[src/hdl/mfpi_pkg.sv]
// Shared types, constants and register codes for the matrix fault pattern injector.
package mfpi_pkg;

	localparam int MAX_ROWS = 4096;
	localparam int MAX_COLS = 4096;
	localparam int POS_W = $clog2(MAX_ROWS > MAX_COLS ? MAX_ROWS : MAX_COLS);
	localparam int CNT_W = POS_W + 1;

	localparam logic [CNT_W-1:0] ROWS_LIMIT = CNT_W'(MAX_ROWS);
	localparam logic [CNT_W-1:0] COLS_LIMIT = CNT_W'(MAX_COLS);

	localparam logic [2:0] REG_ENABLE = 3'd0;
	localparam logic [2:0] REG_MODE   = 3'd1;
	localparam logic [2:0] REG_DELTA  = 3'd2;
	localparam logic [2:0] REG_INDEX  = 3'd3;
	localparam logic [2:0] REG_ROWS   = 3'd4;
	localparam logic [2:0] REG_COLS   = 3'd5;

	localparam logic [1:0] MODE_TRIVIAL   = 2'd1;
	localparam logic [1:0] MODE_CHECKERED = 2'd2;

	localparam logic [31:0] DELTA_RESET  = 32'h3F80_0000;
	localparam logic [31:0] QNAN_DEFAULT = 32'hFFC0_0000;
	localparam logic [31:0] QUIET_BIT    = 32'h0040_0000;

	typedef enum logic [1:0] {
		OP_NONE,
		OP_ADD,
		OP_SUB
	} op_t;

	typedef enum logic [1:0] {
		DIV_IDLE,
		DIV_LOAD,
		DIV_RUN
	} div_state_t;

	typedef struct packed {
		logic s2;
		logic s3;
	} pipe_en_t;

endpackage

[src/hdl/mfpi_target.sv]
// Iterative divider that turns the flat target index into a row and a column.
module mfpi_target (
	input  logic                          clk,
	input  logic                          arst_n,
	input  logic                          start,
	input  logic [31:0]                   index,
	input  logic [mfpi_pkg::CNT_W-1:0]    rows,
	input  logic [mfpi_pkg::CNT_W-1:0]    cols,
	output logic                          busy,
	output logic [mfpi_pkg::POS_W-1:0]    target_row,
	output logic [mfpi_pkg::POS_W-1:0]    target_col
);

	mfpi_pkg::div_state_t state_q, state_d;
	logic [30:0]                  quot_q;
	logic [mfpi_pkg::CNT_W-1:0]   rem_q;
	logic [4:0]                   cnt_q;
	logic [mfpi_pkg::CNT_W:0]     trial;
	logic                         fits;
	logic                         last_step;
	logic [30:0]                  quot_next;
	logic [mfpi_pkg::CNT_W-1:0]   rem_next;

	always_comb begin
		state_d = state_q;
		unique case (state_q)
			mfpi_pkg::DIV_IDLE: if (start) state_d = mfpi_pkg::DIV_LOAD;
			mfpi_pkg::DIV_LOAD: state_d = mfpi_pkg::DIV_RUN;
			mfpi_pkg::DIV_RUN:  if (last_step) state_d = mfpi_pkg::DIV_IDLE;
			default:            state_d = mfpi_pkg::DIV_IDLE;
		endcase
	end

	always_comb begin
		busy = (state_q != mfpi_pkg::DIV_IDLE);
	end

	assign last_step = (cnt_q == 5'd30);
	assign trial = {rem_q, quot_q[30]};
	assign fits = (trial >= {1'b0, cols});
	assign rem_next = fits ? mfpi_pkg::CNT_W'(trial - {1'b0, cols})
	                       : mfpi_pkg::CNT_W'(trial);
	assign quot_next = {quot_q[29:0], fits};

	always_ff @(posedge clk or negedge arst_n) begin
		if (!arst_n) begin
			state_q    <= mfpi_pkg::DIV_IDLE;
			target_row <= '0;
			target_col <= '0;
		end else begin
			state_q <= state_d;
			if (state_q == mfpi_pkg::DIV_RUN && last_step) begin
				// The index must not be negative and the quotient must land inside the matrix, else element (0,0) is used.
				if (index[31] || rows == '0 || cols == '0 ||
				    quot_next >= 31'(rows)) begin
					target_row <= '0;
					target_col <= '0;
				end else begin
					target_row <= quot_next[mfpi_pkg::POS_W-1:0];
					target_col <= rem_next[mfpi_pkg::POS_W-1:0];
				end
			end
		end
	end

	always_ff @(posedge clk) begin
		if (state_q == mfpi_pkg::DIV_LOAD) begin
			quot_q <= index[30:0];
			rem_q  <= '0;
			cnt_q  <= '0;
		end else if (state_q == mfpi_pkg::DIV_RUN) begin
			quot_q <= quot_next;
			rem_q  <= rem_next;
			cnt_q  <= cnt_q + 5'd1;
		end
	end

endmodule

[src/hdl/mfpi_fadd.sv]
// Two-stage IEEE single precision adder with round to nearest even.
module mfpi_fadd (
	input  logic               clk,
	input  mfpi_pkg::pipe_en_t en,
	input  logic [31:0]        x_s1,
	input  logic [31:0]        delta,
	input  mfpi_pkg::op_t      op_s1,
	output logic [31:0]        result_s3
);

	logic [31:0] b;
	logic        a_nan, b_nan, a_inf, b_inf, d_nan;
	logic        swap;
	logic [31:0] big, sml;
	logic [7:0]  e_big, e_sml, diff;
	logic [26:0] ext_big, ext_sml, shifted, mask;
	logic        sticky;
	logic [26:0] aligned;
	logic        eff_sub;
	logic [27:0] sum;
	logic        special;
	logic [31:0] special_val;

	logic        special_s2;
	logic [31:0] special_val_s2;
	logic [27:0] sum_s2;
	logic [7:0]  e_s2;
	logic        sign_s2;
	logic        zero_sign_s2;

	logic [4:0]  lz;
	logic [7:0]  sh;
	logic [26:0] norm;
	logic [8:0]  e9;
	logic [7:0]  field;
	logic        round_up;
	logic [30:0] packed_val;
	logic [31:0] result_d;

	assign b = (op_s1 == mfpi_pkg::OP_SUB) ? {~delta[31], delta[30:0]} : delta;
	assign a_nan = (x_s1[30:23] == 8'hFF) && (x_s1[22:0] != '0);
	assign d_nan = (delta[30:23] == 8'hFF) && (delta[22:0] != '0);
	assign b_nan = d_nan;
	assign a_inf = (x_s1[30:23] == 8'hFF) && (x_s1[22:0] == '0);
	assign b_inf = (b[30:23] == 8'hFF) && (b[22:0] == '0);

	always_comb begin
		special = 1'b1;
		special_val = x_s1;
		if (op_s1 == mfpi_pkg::OP_NONE) begin
			special_val = x_s1;
		end else if (a_nan) begin
			special_val = x_s1 | mfpi_pkg::QUIET_BIT;
		end else if (b_nan) begin
			// The delta keeps its own sign even when it is subtracted.
			special_val = delta | mfpi_pkg::QUIET_BIT;
		end else if (a_inf && b_inf && (x_s1[31] != b[31])) begin
			special_val = mfpi_pkg::QNAN_DEFAULT;
		end else if (a_inf) begin
			special_val = x_s1;
		end else if (b_inf) begin
			special_val = b;
		end else begin
			special = 1'b0;
		end
	end

	assign swap = (x_s1[30:0] < b[30:0]);
	assign big = swap ? b : x_s1;
	assign sml = swap ? x_s1 : b;
	assign e_big = (big[30:23] == '0) ? 8'd1 : big[30:23];
	assign e_sml = (sml[30:23] == '0) ? 8'd1 : sml[30:23];
	assign diff = e_big - e_sml;
	assign ext_big = {(big[30:23] != '0), big[22:0], 3'b000};
	assign ext_sml = {(sml[30:23] != '0), sml[22:0], 3'b000};
	assign mask = ~({27{1'b1}} << diff[4:0]);

	always_comb begin
		if (diff >= 8'd27) begin
			shifted = '0;
			sticky = |ext_sml;
		end else begin
			shifted = ext_sml >> diff[4:0];
			sticky = |(ext_sml & mask);
		end
	end

	assign aligned = {shifted[26:1], shifted[0] | sticky};
	assign eff_sub = (big[31] != sml[31]);
	assign sum = eff_sub ? ({1'b0, ext_big} - {1'b0, aligned})
	                     : ({1'b0, ext_big} + {1'b0, aligned});

	always_ff @(posedge clk) begin
		if (en.s2) begin
			special_s2     <= special;
			special_val_s2 <= special_val;
			sum_s2         <= sum;
			e_s2           <= e_big;
			sign_s2        <= big[31];
			zero_sign_s2   <= eff_sub ? 1'b0 : big[31];
		end
	end

	always_comb begin
		lz = 5'd27;
		for (int i = 0; i < 27; i++) begin
			if (sum_s2[i]) lz = 5'(26 - i);
		end
	end

	always_comb begin
		sh = ({3'b000, lz} < (e_s2 - 8'd1)) ? {3'b000, lz} : (e_s2 - 8'd1);
		if (sum_s2[27]) begin
			norm = {sum_s2[27:2], sum_s2[1] | sum_s2[0]};
			e9 = {1'b0, e_s2} + 9'd1;
		end else begin
			norm = sum_s2[26:0] << sh[4:0];
			e9 = {1'b0, e_s2} - {1'b0, sh};
		end
		field = norm[26] ? e9[7:0] : 8'd0;
		round_up = norm[2] & (norm[1] | norm[0] | norm[3]);
		// A carry out of the fraction moves into the exponent on its own.
		packed_val = {field, norm[25:3]} + 31'(round_up);
		if (special_s2) begin
			result_d = special_val_s2;
		end else if (sum_s2 == '0) begin
			result_d = {zero_sign_s2, 31'd0};
		end else if (e9 >= 9'd255) begin
			result_d = {sign_s2, 8'hFF, 23'd0};
		end else begin
			result_d = {sign_s2, packed_val};
		end
	end

	always_ff @(posedge clk) begin
		if (en.s3) result_s3 <= result_d;
	end

endmodule

[src/hdl/matrix_fault_pattern_injector_core.sv]
// Top level: configuration, stream position, pattern decision and output pipeline.
// An input transfer passes through registered stages to its result; one element per cycle unless stalled.
// The adder takes two of those stages, the pattern decision the first.
// A write of the target index or a matrix size runs the iterative target divider,
// during which inputs are stalled and configuration is not ready.
// Reset clears the configuration, position and valid registers; delta resets to 1.0.
module matrix_fault_pattern_injector_core (
	input  logic        clk,
	input  logic        arst_n,
	input  logic        in_valid,
	output logic        in_stall,
	input  logic [31:0] element_bits,
	output logic        out_valid,
	input  logic        out_stall,
	output logic [31:0] result_bits,
	output logic        last_element,
	input  logic        cfg_valid,
	output logic        cfg_ready,
	input  logic [2:0]  cfg_index,
	input  logic [31:0] cfg_data
);

	localparam int CW = mfpi_pkg::CNT_W;
	localparam int PW = mfpi_pkg::POS_W;

	logic          enable_q;
	logic [1:0]    mode_q;
	logic [31:0]   delta_q;
	logic [31:0]   index_q;
	logic [CW-1:0] rows_cfg_q, cols_cfg_q;
	logic [CW-1:0] m, n;
	logic [PW-1:0] row_q, col_q;
	logic [PW-1:0] target_row, target_col;
	logic          busy;
	logic          cfg_write, div_start, size_write;
	logic          in_accept;

	logic v1_q, v2_q, v3_q;
	logic ready1, ready2, ready3;
	mfpi_pkg::pipe_en_t en;

	logic [31:0]    x_s1;
	mfpi_pkg::op_t  op_s1;
	logic           last_s1, last_s2;
	mfpi_pkg::op_t  op_d;
	logic           last_d;

	logic [CW-1:0] r, c, tr, tc, i0, j0, r_even, c_even;
	logic          row_ok, col_ok;
	logic          minus, plus;

	assign cfg_ready  = !busy;
	assign cfg_write  = cfg_valid && cfg_ready;
	assign size_write = cfg_write && (cfg_index == mfpi_pkg::REG_ROWS ||
	                                  cfg_index == mfpi_pkg::REG_COLS);
	assign div_start  = size_write || (cfg_write && cfg_index == mfpi_pkg::REG_INDEX);

	assign m = (rows_cfg_q > mfpi_pkg::ROWS_LIMIT) ? mfpi_pkg::ROWS_LIMIT : rows_cfg_q;
	assign n = (cols_cfg_q > mfpi_pkg::COLS_LIMIT) ? mfpi_pkg::COLS_LIMIT : cols_cfg_q;

	always_ff @(posedge clk or negedge arst_n) begin
		if (!arst_n) begin
			enable_q   <= 1'b0;
			mode_q     <= '0;
			delta_q    <= mfpi_pkg::DELTA_RESET;
			index_q    <= '0;
			rows_cfg_q <= '0;
			cols_cfg_q <= '0;
		end else if (cfg_write) begin
			unique case (cfg_index)
				mfpi_pkg::REG_ENABLE: enable_q   <= cfg_data[0];
				mfpi_pkg::REG_MODE:   mode_q     <= cfg_data[1:0];
				mfpi_pkg::REG_DELTA:  delta_q    <= cfg_data;
				mfpi_pkg::REG_INDEX:  index_q    <= cfg_data;
				mfpi_pkg::REG_ROWS:   rows_cfg_q <= cfg_data[CW-1:0];
				mfpi_pkg::REG_COLS:   cols_cfg_q <= cfg_data[CW-1:0];
				default: ;
			endcase
		end
	end

	mfpi_target u_target (
		.clk        (clk),
		.arst_n     (arst_n),
		.start      (div_start),
		.index      (index_q),
		.rows       (m),
		.cols       (n),
		.busy       (busy),
		.target_row (target_row),
		.target_col (target_col)
	);

	// Each stage takes a new transfer when it is empty or its successor moves.
	assign ready3 = !v3_q || !out_stall;
	assign ready2 = !v2_q || ready3;
	assign ready1 = !v1_q || ready2;
	assign in_stall = busy || !ready1;
	assign in_accept = in_valid && !in_stall;
	assign en.s2 = ready2;
	assign en.s3 = ready3;

	assign r  = {1'b0, row_q};
	assign c  = {1'b0, col_q};
	assign tr = {1'b0, target_row};
	assign tc = {1'b0, target_col};
	assign i0 = (tr >= m - CW'(1)) ? m - CW'(2) : tr;
	assign j0 = (tc >= n - CW'(1)) ? n - CW'(2) : tc;
	assign r_even = {r[CW-1:1], 1'b0};
	assign c_even = {c[CW-1:1], 1'b0};
	assign row_ok = (r_even + CW'(1)) < m;
	assign col_ok = (c_even + CW'(1)) < n;

	always_comb begin
		minus = 1'b0;
		plus = 1'b0;
		case (mode_q)
			mfpi_pkg::MODE_TRIVIAL: begin
				if (m == CW'(1) && n == CW'(1)) begin
					minus = 1'b0;
				end else if (m == CW'(1)) begin
					minus = (c == j0);
					plus  = (c == j0 + CW'(1));
				end else if (n == CW'(1)) begin
					minus = (r == i0);
					plus  = (r == i0 + CW'(1));
				end else if ((r == i0 || r == i0 + CW'(1)) &&
				             (c == j0 || c == j0 + CW'(1))) begin
					minus = ((r == i0) == (c == j0));
					plus  = !minus;
				end
			end
			mfpi_pkg::MODE_CHECKERED: begin
				if (m == CW'(1) && n == CW'(1)) begin
					minus = 1'b0;
				end else if (m == CW'(1)) begin
					minus = col_ok && !c[0];
					plus  = col_ok && c[0];
				end else if (n == CW'(1)) begin
					minus = row_ok && !r[0];
					plus  = row_ok && r[0];
				end else if (row_ok && col_ok) begin
					minus = (r[0] == c[0]);
					plus  = !minus;
				end
			end
			default: begin
				plus = (row_q == target_row) && (col_q == target_col);
			end
		endcase
	end

	always_comb begin
		op_d = mfpi_pkg::OP_NONE;
		last_d = 1'b0;
		if (m != '0 && n != '0) begin
			last_d = (r == m - CW'(1)) && (c == n - CW'(1));
			if (enable_q && minus) op_d = mfpi_pkg::OP_SUB;
			else if (enable_q && plus) op_d = mfpi_pkg::OP_ADD;
		end
	end

	always_ff @(posedge clk or negedge arst_n) begin
		if (!arst_n) begin
			row_q <= '0;
			col_q <= '0;
		end else if (size_write) begin
			row_q <= '0;
			col_q <= '0;
		end else if (in_accept && m != '0 && n != '0) begin
			if (c + CW'(1) >= n) begin
				col_q <= '0;
				row_q <= (r + CW'(1) >= m) ? '0 : row_q + PW'(1);
			end else begin
				col_q <= col_q + PW'(1);
			end
		end
	end

	always_ff @(posedge clk or negedge arst_n) begin
		if (!arst_n) begin
			v1_q <= 1'b0;
			v2_q <= 1'b0;
			v3_q <= 1'b0;
		end else begin
			if (ready1) v1_q <= in_accept;
			if (ready2) v2_q <= v1_q;
			if (ready3) v3_q <= v2_q;
		end
	end

	always_ff @(posedge clk) begin
		if (ready1) begin
			x_s1    <= element_bits;
			op_s1   <= op_d;
			last_s1 <= last_d;
		end
		if (ready2) last_s2 <= last_s1;
		if (ready3) last_element <= last_s2;
	end

	mfpi_fadd u_fadd (
		.clk       (clk),
		.en        (en),
		.x_s1      (x_s1),
		.delta     (delta_q),
		.op_s1     (op_s1),
		.result_s3 (result_bits)
	);

	assign out_valid = v3_q;

	a_busy_stalls: assert property (@(posedge clk) disable iff (!arst_n)
		busy |-> in_stall)
		else $error("input taken while the target divider runs");

	a_col_in_range: assert property (@(posedge clk) disable iff (!arst_n)
		(n != '0) |-> (c < n))
		else $error("column position outside the matrix");

	a_zero_size_hold: assert property (@(posedge clk) disable iff (!arst_n)
		(in_accept && (m == '0 || n == '0) && !size_write) |=>
		($stable(row_q) && $stable(col_q)))
		else $error("position moved for a zero-size matrix");

	a_start_busy: assert property (@(posedge clk) disable iff (!arst_n)
		div_start |=> busy)
		else $error("target divider did not start after a write");

endmodule
[config.mk]
export PLATFORM = sky130hd
export DESIGN_NAME = matrix_fault_pattern_injector_core
export DESIGN_NICKNAME = d
export VERILOG_FILES = /design/src/hdl/mfpi_pkg.sv /design/src/hdl/mfpi_target.sv /design/src/hdl/mfpi_fadd.sv /design/src/hdl/matrix_fault_pattern_injector_core.sv
export SDC_FILE = /design/constraint.sdc
export NUM_CORES = 1
export LEC_CHECK = 0
export ABC_AREA = 1
export BUFFER_PORTS_ARGS = -buffer_cell sky130_fd_sc_hd__clkbuf_2
export CELL_PAD_IN_SITES_DETAIL_PLACEMENT = 1
export CELL_PAD_IN_SITES_GLOBAL_PLACEMENT = 1
export CORE_MARGIN = 5
export CORE_UTILIZATION = 35
export DETAILED_ROUTE_END_ITERATION = 8
export PLACE_DENSITY_LB_ADDON = 0.1
export SLEW_MARGIN = 10
export SYNTH_ARGS = -nofsm -noshare
export SYNTH_HDL_FRONTEND = slang
export SYNTH_SLANG_ARGS = --single-unit
[constraint.sdc]
create_clock -name clk -period 7 [get_ports clk]
set_input_delay 0.7 -clock clk [delete_from_list [all_inputs] [get_ports clk]]
set_output_delay 0.7 -clock clk [all_outputs]
set_load 0.01 [all_outputs]
==> results of run 1 <==
what timing repair did:
| action | in CTS | in global routing |
|---|---|---|
| hold endpoints to repair | 0 | 0 |
| setup buffers | 49 | 30 |
| gates cloned | 2 | 2 |
| gates resized for setup | 104 | 142 |
| hold buffers | 0 | 0 |
| pin swaps | 56 | 72 |
| setup endpoints to repair | 21 | 35 |
layer usage:
metal	up-vias	wire, um
li1	14400	-
met1	14400	52000
met2	495	61300
met3	154	3340
met4	2	4540
met5	-	13
kinds of logic after synthesis:
family	count (synthesis)	synth area share, %
buffers and inverters	714	9.73
adders and majority gates	219	9.74
and+or+nand+nor	1857	28.1
AOI/OAI and AO/OA	778	15.1
xor gates and xnor gates	160	4.93
DFF	335	32.2
muxes	5	0.176
through the flow:
step | std cells | setup slack, ps | instance area, um2 | hold slack [ps] | TNS (ps)
2_1_floorplan | 4068 | 12.4 | 28500 | 400 | 0
3_3_place_gp | 5463 | -427 | 32600 | 409 | -4150
3_5_place_dp | 5463 | -684 | 32600 | 413 | -8280
4_1_cts | 5591 | -83.0 | 34800 | 221 | -182
5_1_grt | 5621 | -715 | 35600 | 240 | -8480
6_report | 5622 | -235 | 35600 | 230 | -1710
worst max-delay path, delay by kind of cell, from the launching register on:
kind	cells	cell delay [ps]
AOI/OAI and AO/OA	15	2120
buffers and inverters	8	710
xor gates and xnor gates	2	330
adders and majority gates	3	620
DFF	1	540
and+or+nand+nor	24	2610
layout make-up:
type | count | area (um2)
antenna | 1 | 2.50
clock buffer | 53 | 1150
clock inverter | 24 | 313
fill | 10300 | 45000
inverter | 576 | 2170
multi-input combinational | 3022 | 17500
sequential | 335 | 9160
tap | 1060 | 1330
timing repair buffer | 551 | 4010
state kept, by name, summed over array words and instances, names as in the netlist, 5 cells and up:
name	flops
u_target.target_row	12
u_target.cnt_q	5
row_q	12
u_fadd.sum_s2	28
col_q	12
u_target.quot_q	31
x_s1	32
rows_cfg_q	13
u_target.target_col	12
u_target.rem_q	13
u_fadd.special_val_s2	32
u_fadd.result_s3	32
index_q	32
u_fadd.e_s2	8
delta_q	32
cols_cfg_q	13
how the worst min path moves through the flow:
stage	depth (start not counted)	end
finish	1	col_q[7]
global route	1	x_s1[6]
CTS	1	x_s1[6]
detailed placement	0	last_element
global placement	0	last_element
floorplan	0	col_q[0]
synthesized netlist by cell type, types with 20 or more instances:
cell	n	share of area (%)
sky130_fd_sc_hd__nor3_1	61	1.1
sky130_fd_sc_hd__nand3_1	283	5.0
sky130_fd_sc_hd__xnor2_1	30	0.92
sky130_fd_sc_hd__xor2_1	130	4.0
sky130_fd_sc_hd__inv_1	558	7.4
sky130_fd_sc_hd__o21ai_1	20	0.35
sky130_fd_sc_hd__nand2_1	1004	13
sky130_fd_sc_hd__buf_2	20	0.35
sky130_fd_sc_hd__ha_1	215	9.5
sky130_fd_sc_hd__clkbuf_1	96	1.3
sky130_fd_sc_hd__nand4_1	67	1.5
sky130_fd_sc_hd__a21oi_1	201	3.5
sky130_fd_sc_hd__edfxtp_1	171	18
sky130_fd_sc_hd__o22ai_1	41	0.90
sky130_fd_sc_hd__dfrtp_1	139	12
sky130_fd_sc_hd__nor4_1	29	0.64
sky130_fd_sc_hd__nor2_1	327	4.3
sky130_fd_sc_hd__o21ai_0	403	7.1
cell usage in the layout (no fill, tap or decap), types with 139 or more instances in the layout:
cell	n
sky130_fd_sc_hd__a21oi_1	175
sky130_fd_sc_hd__buf_4	421
sky130_fd_sc_hd__dfrtp_1	139
sky130_fd_sc_hd__edfxtp_1	171
sky130_fd_sc_hd__ha_1	196
sky130_fd_sc_hd__inv_1	539
sky130_fd_sc_hd__nand2_1	976
sky130_fd_sc_hd__nand3_1	274
sky130_fd_sc_hd__nor2_1	316
sky130_fd_sc_hd__o21ai_0	359
==> impl_summary.log, run 1 <==
INFO  metric timing.clock.skew = approximately 71 ps
INFO  metric numClockSinks = 335
INFO  metric rsz0062_at_grt = true
INFO  metric standard_cell_rows = between 100 and 150
INFO  metric worst_setup_path_end_kind = flop
INFO  metric post_synth_inst_count = 4068
INFO  metric grt_overflow = 0
INFO  metric initialDrtViolationCount = 1661
INFO  metric grt_max_degree = 95
INFO  metric globalplace.congestion = around 0.93
INFO  metric finalSetupViolations = 11
INFO  metric maxCapViolCount = 0
INFO  metric die_area = between 80000 and 90000 um2
INFO  metric post_route_cells_drive_above_1_share = around 20%
INFO  metric cts_tree = built
INFO  metric critPathSlowestCell = sky130_fd_sc_hd__dfstp_2
INFO  metric cp.arrival = 7590 ps
INFO  metric final.setup.worst_slack = -235 ps
INFO  metric worst_r2r_path_depth = 52
INFO  metric yosys_warnings = 0
INFO  metric r2r_setup_slack = -230 ps
INFO  metric outcome = finished with violations
INFO  metric die_h = slightly below 300 um
INFO  metric syn_to_final_growth = 25.2%
INFO  metric syn-mean-instance-area = about 7.0 um2
INFO  metric grt.total_usage = 27.1%
INFO  metric ys_ff_latch = between 300 and 400
INFO  metric globalRouteMet1Util = 33.8%
INFO  metric post_cts_clock_slew_at_the_launch_and_capture_registers_of_the_worst_setup_and_hold_paths = 60 ps
INFO  metric finish.utilization = 44.2%
INFO  metric die_x = approximately 300 um
INFO  metric timing.critical_path.from = delta_q[24]
INFO  metric worst_r2r_startpoint = delta_q[24]
INFO  metric hold_path.class = primary input to asynchronous set/reset pin
INFO  metric netlist-cell-type-count = 70
INFO  metric nets = 4819
INFO  metric regToRegEndpoint = u_fadd.sum_s2[26]
INFO  metric route.final.wire_length = ~120 mm
INFO  metric crit_path_frequent_cell = sky130_fd_sc_hd__a21oi_2
INFO  metric detail_route.wl_per_cell = 21.6 um
INFO  metric clkLatencyLatePin = 620 ps
INFO  metric path_type_of_the_worst_setup_path = flop to flop
INFO  metric cts_buffers = 42
INFO  metric first_global_vias = 30700
INFO  metric floorplan.initialDensity = a little over a third
INFO  metric grt_use_met3 = between 2 and 2.5%
INFO  metric failing_checks = negative setup slack
INFO  metric syn_nets = 4359
INFO  metric initial_antenna_violation_count = 3
INFO  metric synth-edff-count = roughly 170
INFO  metric firstDrtPassIters = 5
INFO  metric minimum_clock_period_after_layout = just over 7000 ps
INFO  metric worst_setup_path_endpoint = u_fadd.sum_s2[26]
INFO  metric final_min_period_over_clock_period = 103%
INFO  metric crit_fanout = 4
INFO  metric numPortBuffers = approximately 110
INFO  metric start_kind = flop
INFO  metric cp_data_required_time = approximately 7400 ps
INFO  metric least_margin_pin_slew = roughly 1200 ps
INFO  metric finalHoldViolations = 0
INFO  metric cp_slowest_stage_delay = about 540 ps
INFO  metric clockRootBuffer = sky130_fd_sc_hd__clkbuf_16
INFO  metric synth.yosys.seq_area_share = between 30% and 40%
INFO  metric detailroute.via_count = 29500
INFO  metric synthArstFlopShare = a little over two fifths
INFO  metric dp_hpwl = 96.3 mm
INFO  metric drc = 0
INFO  metric num_io_pins = 108
INFO  metric core = 80500 um2
INFO  metric route.antenna.remaining_nets = 0
INFO  metric max_clock_freq = 138 MHz
INFO  metric cts_buffer_depth = 3
INFO  metric netlist_area = 28400 um2
INFO  metric top_usage_layer = met2
INFO  metric tightest_slew_margin_relative_to_the_limit = 18.4%
INFO  metric cts.htree.levels = 2
INFO  metric drv_slew = 0
INFO  metric post_drt_via_cell_ratio = roughly 5.2
INFO  metric postSynth.topFlopCell = sky130_fd_sc_hd__edfxtp_1
INFO  metric global_route.usage.met2 = 49.7%
INFO  metric grt_first_pass_wirelength = 183 mm
Power of run 1 is left out: the tool's default activity adds up to more than one toggle a clock period on the data nets, which glitch-free logic cannot reach.
==> inputs of run 2 (changes only) <==
- SKIP_LAST_GASP: default -> 1
==> impl_summary.log, run 2 (synthesis gave the netlist of run 1 again) <==
INFO  metric standard_cell_rows = 104 (unchanged)
INFO  metric numClockSinks = 335 (unchanged)
INFO  metric post-place-ws = -684 ps (unchanged)
INFO  metric syn_to_final_growth = 25.2% (about the same)
INFO  metric least_margin_pin_slew = 1220 ps (was 1210 ps)
INFO  metric area.sequential = 9160 um2 (unchanged)
INFO  metric dp_hpwl = 96.3 mm (unchanged)
INFO  metric firstDrtPassIters = 5 (unchanged)
INFO  metric max_clock_freq = 138 MHz (about the same)
INFO  metric grt_overflow = 0 (unchanged)
INFO  metric post_cts_clock_slew_at_the_launch_and_capture_registers_of_the_worst_setup_and_hold_paths = 60 ps (about the same)
INFO  metric numPortBuffers = 107 (unchanged)
INFO  metric initial_antenna_violation_count = 3 (unchanged)
INFO  metric drv_slew = 0 (unchanged)
INFO  metric failing_checks = negative setup slack (unchanged)
INFO  metric cts_tree = built (unchanged)
INFO  metric cts.htree.levels = 2 (unchanged)
INFO  metric first_global_vias = 30700 (unchanged)
INFO  metric finish.utilization = 44.2% (about the same)
INFO  metric crit_path_frequent_cell = sky130_fd_sc_hd__buf_4 (was sky130_fd_sc_hd__a21oi_2)
INFO  metric grt.total_usage = 27.1% (unchanged)
INFO  metric clkLatencyLatePin = 620 ps (about the same)
INFO  metric drc = 0 (unchanged)
INFO  metric initialDrtViolationCount = 1721 (was 1661)
INFO  metric grt_max_degree = 95 (unchanged)
INFO  metric final_min_period_over_clock_period = 103% (about the same)
INFO  metric tightest_slew_margin_relative_to_the_limit = 18.1% (was 18.4%)
INFO  metric timing.clock.skew = 74.1 ps (was 71.5 ps)
INFO  metric grt_first_pass_wirelength = 183 mm (unchanged)
INFO  metric cts_buffer_depth = 3 (unchanged)
INFO  metric num_io_pins = 108 (unchanged)
INFO  metric final-instance-count-excl-fill = 5622 (unchanged)
INFO  metric die_h = 295 um (unchanged)
INFO  metric final.setup.worst_slack = -229 ps (was -235 ps)
INFO  metric minimum_clock_period_after_layout = 7230 ps (about the same)
INFO  metric post-place-cells = 5463 (unchanged)
INFO  metric core = 80500 um2 (unchanged)
INFO  metric rsz0062_at_grt = true (unchanged)
INFO  metric layout.cells.most_common = sky130_fd_sc_hd__nand2_1 (unchanged)
INFO  metric hold_fix_buffer_count_after_cts = 0 (unchanged)
INFO  metric die_x = 295 um (unchanged)
INFO  metric clockRootBuffer = sky130_fd_sc_hd__clkbuf_16 (unchanged)
INFO  metric multi_input_area = 17500 um2 (about the same)
INFO  metric globalplace.congestion = 0.931 (unchanged)
INFO  metric hold_path.class = primary input to asynchronous set/reset pin (unchanged)
INFO  metric die_area = 87000 um2 (unchanged)
INFO  metric nets = 4819 (unchanged)
INFO  metric critPathSlowestCell = sky130_fd_sc_hd__dfstp_2 (unchanged)
INFO  metric maxCapViolCount = 0 (unchanged)
INFO  metric crit_fanout = 4 (unchanged)
INFO  metric cp_slowest_stage_delay = 540 ps (about the same)
INFO  metric post_route_cells_drive_above_1_share = 19.6% (about the same)
INFO  metric num-fill-cells = 10300 (unchanged)
INFO  metric finalSetupViolations = 11 (unchanged)
INFO  metric post_drt_via_cell_ratio = 5.25 (about the same)
INFO  metric cp.arrival = 7630 ps (was 7590 ps)
INFO  metric cts_buffers = 42 (unchanged)
INFO  metric path_type_of_the_worst_setup_path = flop to flop (unchanged)
INFO  metric finalHoldViolations = 0 (unchanged)
INFO  metric outcome = finished with violations (unchanged)
INFO  metric start_kind = flop (unchanged)
INFO  metric detailroute.via_count = 29500 (about the same)
INFO  metric layout_common_cells = sky130_fd_sc_hd__nand2_1 (976), sky130_fd_sc_hd__inv_1 (539), sky130_fd_sc_hd__buf_4 (421), sky130_fd_sc_hd__o21ai_0 (359), sky130_fd_sc_hd__nor2_1 (316) (unchanged)
INFO  metric worst_setup_path_end_kind = flop (unchanged)
INFO  metric cp_data_required_time = 7400 ps (was 7350 ps)
INFO  metric route.antenna.remaining_nets = 0 (unchanged)
INFO  metric route.final.wire_length = 121 mm (about the same)
INFO  metric detail_route.wl_per_cell = 21.6 um (about the same)
INFO  metric floorplan.initialDensity = 35.3% (unchanged)
==> run 2: what timing repair did <==
item,CTS,global route
buffers inserted,49,30
endpoints found under the setup margin,21,35
pin swaps,56,72
resized for setup,104,141
gates cloned,2,2
==> run 2: area by class of cell <==
cell class / count / share of cell area [%]
antenna: 1 / 0.00703
clock buffer: 53 / 3.24
clock inverter: 24 / 0.879
inverter: 576 / 6.09
multi-input combinational: 3022 / 49.1
sequential: 335 / 25.7
tap: 1060 / 3.73
timing repair buffer: 551 / 11.3
==> run 2: final timing paths <==
check / start / to / slack (ps) / depth (start not counted)
worst max-delay path: delta_q[24] / u_fadd.sum_s2[7] / -230 / 46
worst min-delay path: arst_n / col_q[7] / 230 / 1
worst min register to register: last_s2 / last_element / 440 / 0
min in group clk: element_bits[6] / x_s1[6] / 260 / 1
max in group asynchronous: arst_n / index_q[23] / 5360 / 2
worst max register to register: delta_q[24] / u_fadd.sum_s2[7] / -230 / 46
==> run 2: critical path, delay by kind of cell (launching register included) <==
kind	cells	cell delay, ps
AOI/OAI and AO/OA	9	1550
xor gates and xnor gates	1	280
adders and majority gates	5	1280
buffers and inverters	21	2300
DFF	1	540
and+or+nand+nor	10	1050
==> run 2: through the flow <==
stage          area [um2]  hold WS [ps]  setup TNS [ps]
5_1_grt             35600           240           -8520
4_1_cts             34800           221            -182
6_report            35600           228           -1700
2_1_floorplan       28500           400               0
3_5_place_dp        32600           413           -8280
3_3_place_gp        32600           409           -4150
==> run 2: routing by layer <==
metal,track usage [%],wire (um),vias to the layer above
li1,-,-,14400
met1,33.8,52400,14400
met2,49.7,61200,511
met3,2.07,3140,160
met4,8.84,4640,2
met5,0,13,-
Power of run 2 is left out for the same reason.
